File: src/hw/rtl/rspd_store.sv
// ----------------------------------------------------------------------------
// rspd_store
// Payload buffer: one write port and one registered read port.
// ----------------------------------------------------------------------------
module rspd_store #(
  parameter int unsigned DEPTH = 512,
  parameter int unsigned AW    = 9
) (
  input  logic          clk_i,
  input  logic          we_i,
  input  logic [AW-1:0] waddr_i,
  input  logic [7:0]    wdata_i,
  input  logic [AW-1:0] raddr_i,
  output logic [7:0]    rdata_o
);

  logic [7:0] mem_q [DEPTH];
  logic [7:0] rdata_q;

  always_ff @(posedge clk_i) begin
    if (we_i) begin
      mem_q[waddr_i] <= wdata_i;
    end
    rdata_q <= mem_q[raddr_i];
  end

  assign rdata_o = rdata_q;

endmodule

File: config.mk
export PLATFORM = sky130hd
export DESIGN_NAME = rspd_store
export DESIGN_NICKNAME = d
export VERILOG_FILES = /design/src/hw/rtl/rspd_store.sv
export SDC_FILE = /design/constraint.sdc
export NUM_CORES = 2
export LEC_CHECK = 0
export BUFFER_PORTS_ARGS = -buffer_cell sky130_fd_sc_hd__buf_2
export CORE_MARGIN = 10
export CORE_UTILIZATION = 30
export DETAILED_ROUTE_END_ITERATION = 12
export GPL_TIMING_DRIVEN = 1
export HOLD_SLACK_MARGIN = 0.1
export RECOVER_POWER = 50
export SLEW_MARGIN = 20
export SYNTH_ARGS = -nofsm -noshare
export SYNTH_HDL_FRONTEND = slang
export SYNTH_SLANG_ARGS = --single-unit
File: constraint.sdc
create_clock -name clk_i -period 2.5 [get_ports clk_i]
set_input_delay 0.625 -clock clk_i [delete_from_list [all_inputs] [get_ports clk_i]]
set_output_delay 0.625 -clock clk_i [all_outputs]
set_load 0.02 [all_outputs]
==> impl_metrics.ini <==
[timing]
max_freq_mhz = 381
setup_ws_ns = -0.126
fin_crit_ns = 2.63
setup_violations = 13
hold_viol_final = 0
worstMarginPinSlew_ns = 1.87
drv_slew = 424
clock_skew_ns = 0.0550
period_share_pct = 105
finalSetupTns_ns = -0.593
grt_setup_unrepaired = yes
whs_ns = 0.460
relSlewSlack_pct = -24.7

[hold_path]
hold_path.class = in -> reg
holdCritStartpoint = waddr_i[7]

[clock_tree]
cts_tree = yes
clock_path_buffers = 4
cts_sinks = 4104
numCtsBuffers = 410
clk_latency_ns = 0.99
h-tree-depth = 5
clk_pin_slew_ns = 0.06
root_buffer = clkbuf_16

[floorplan]
initial_core_util_pct = 30.1
pin_count = 36
dieArea_sq_um = 563000
die_width_microns = 750
row_count = 268
die_h_microns = 750
core_area_sq_um = 532000

[detailed_routing]
drc = 0
via_count = 87600
first_iter_violations = 9823
avgViaCountPerCell = 5.13
wl_mm = 454
ant_nets = 0
drt-pass1-iter-count = 6
wire_per_inst_microns = 26.5

[synth]
ys_warn_count = 0
ys_async_sr_fraction_pct = 0
synth-seq-cells = 4104
syn_avg_cell_area_sq_um = 19.9
synth.distinct_cells = 51
synth_top_area_cell = edfxtp_1
synth_fp_nets = 8058
seq_area_frac_synth_pct = 77.0
yosysTopAreaCellShare_pct = 76.9
netlist_top_cells_area = edfxtp_1 77%, mux4_2 9.2%, mux2i_1 5.0%, o221ai_1 2.0%, nor2_1 1.4%
syn_inst = 8030
synth_edf_count = 4096
synth_area_sq_um = 160000
synthFlopType = edfxtp_1

[setup_path]
worst_ep_arrival_time_ns = 3.56
crit_type = in -> reg
cpMaxStageDelayCell = nor4_1
r2r-start = mem_q[42][7]$_DFFE_PP_
crit_required_ns = 3.43
cp-startpoint = raddr_i[1]
slowest_delay_ns = 0.39
path_max_fanout = 40
end_kind = register
critPathLaunchType = input pin
crit_chain = buf_12 -> or2_4 -> buf_4 -> buf_12 -> o221ai_1 -> a21oi_1 -> nor4_1 -> nand4_1 -> o21ai_0 -> buf_4 -> o2111a_1

[global_routing]
antenna_found_initial = 23
overflow = 0
grt_max_degree = 114
grtUsageTotal_pct = 15.4
grt_pass1_wl_mm = 644
grt_pass1_vias = 88900

[place]
dp_slack_ns = -1.80
placed_cells = 16200
gp_congestion = 0.892
port_buffers = 35
placed_area_sq_um = 182000
hpwl_mm = 300

[finish]
final_common_cell = edfxtp_1
drive_gt1_share_pct = 28.9
final_cell_area_sq_um = 195000
layout_common_cells = 4096 x edfxtp_1, 1220 x buf_4, 796 x mux2i_1
fin_nets = 9739
instances_no_fill = 17100
syn2layout_area_growth_pct = 22.1

[power]
p_per_area_nw_per_um2 = 739
leakagePower_nw = 63.9
peakVddDrop_v = 0.000617

[run_status]
violations = capacitance limit, slew limit, setup timing
status = complete, but fails checks

[job]
maxCapViolations = 7
## registers in the layout (all words and copies together) (netlist names)
name and cells:
mem_q 4096, rdata_o 8
## synthesized netlist by cell type, drive strengths merged (20+ instances only)
master,count
mux4,654
clkbuf,265
nand2,111
and2,20
o22ai,163
mux2i,797
nor4,36
nand3,36
edfxtp,4096
nor2,597
buf,248
a21oi,194
o21ai,119
nor3,109
o221ai,372
nand4,32
a22oi,61
## per-layer routing
| metal | vias up | share of wire [%] | GRT usage [%] |
|---|---|---|---|
| met5 | - | 0.0068 | 0 |
| met4 | 6 | 3.9 | 5.27 |
| met3 | 831 | 8.3 | 2.80 |
| met2 | 3966 | 48 | 25.7 |
| met1 | 45900 | 40 | 20.3 |
| li1 | 36900 | - | - |
## layout make-up
| type | count | area [sq um] |
|---|---|---|
| clock buffers | 494 | 10700 |
| well taps | 7020 | 8780 |
| inverters | 3 | 18.8 |
| repair buffers | 1781 | 15400 |
| multi-input cells | 3411 | 34800 |
| flip-flops and latches | 4104 | 123000 |
| fillers | 48600 | 337000 |
| diodes | 21 | 52.6 |
| clock inverters | 261 | 2290 |
## worst max-delay path, delay by kind of cell
| family | cells | cell delay (ns) |
|---|---|---|
| simple gates | 3 | 1.12 |
| compound gates | 4 | 1.04 |
| buf+inv | 4 | 0.67 |
## final timing paths
check,to,slack (ns),cells past startpoint
min reg2reg,rdata_o[4]$_DFF_P_,1.22,6
min,mem_q[431][7]$_DFFE_PP_,0.46,5
max reg2reg,rdata_o[7]$_DFF_P_,0.01,8
max,rdata_o[0]$_DFF_P_,-0.13,11
## where the power goes
group          switching [mW]  leakage [nW]  internal [mW]  total, mW
clock                    26.2          6.34           33.5       59.6
combinational            5.29          20.7           3.31       8.61
sequential             0.0931          36.9           75.8       75.9
## logic make-up (layout without fill, tap and decap cells)
group / after synthesis / in the layout / synth area share (%)
AO/OA/AOI/OAI: 979 / 979 / 4.31
buffers and inverters: 516 / 2539 / 1.85
flip-flops: 4104 / 4104 / 77.0
multiplexers: 1451 / 1451 / 14.2
other: 0 / 21 / 0
AND/OR/NAND/NOR: 980 / 981 / 2.63
## timing repair
action / in CTS / in global routing
endpoints found under the hold margin: 51 / 0
resized for setup: 75 / 117
pin swaps: 22 / 32
gates cloned: 8 / 15
buffers inserted: 18 / 34
setup endpoints to repair: 12 / 8
hold buffers: 5 / 0
## through the flow
step / utilization (%) / power, mW
floorplan: - / 80.9
global placement: 34.1 / 85.5
detailed placement: 34.2 / 85.6
CTS: 36.8 / 145
global route: 36.7 / 148
finish: 36.7 / 144
(Power assumes the default switching activity.)
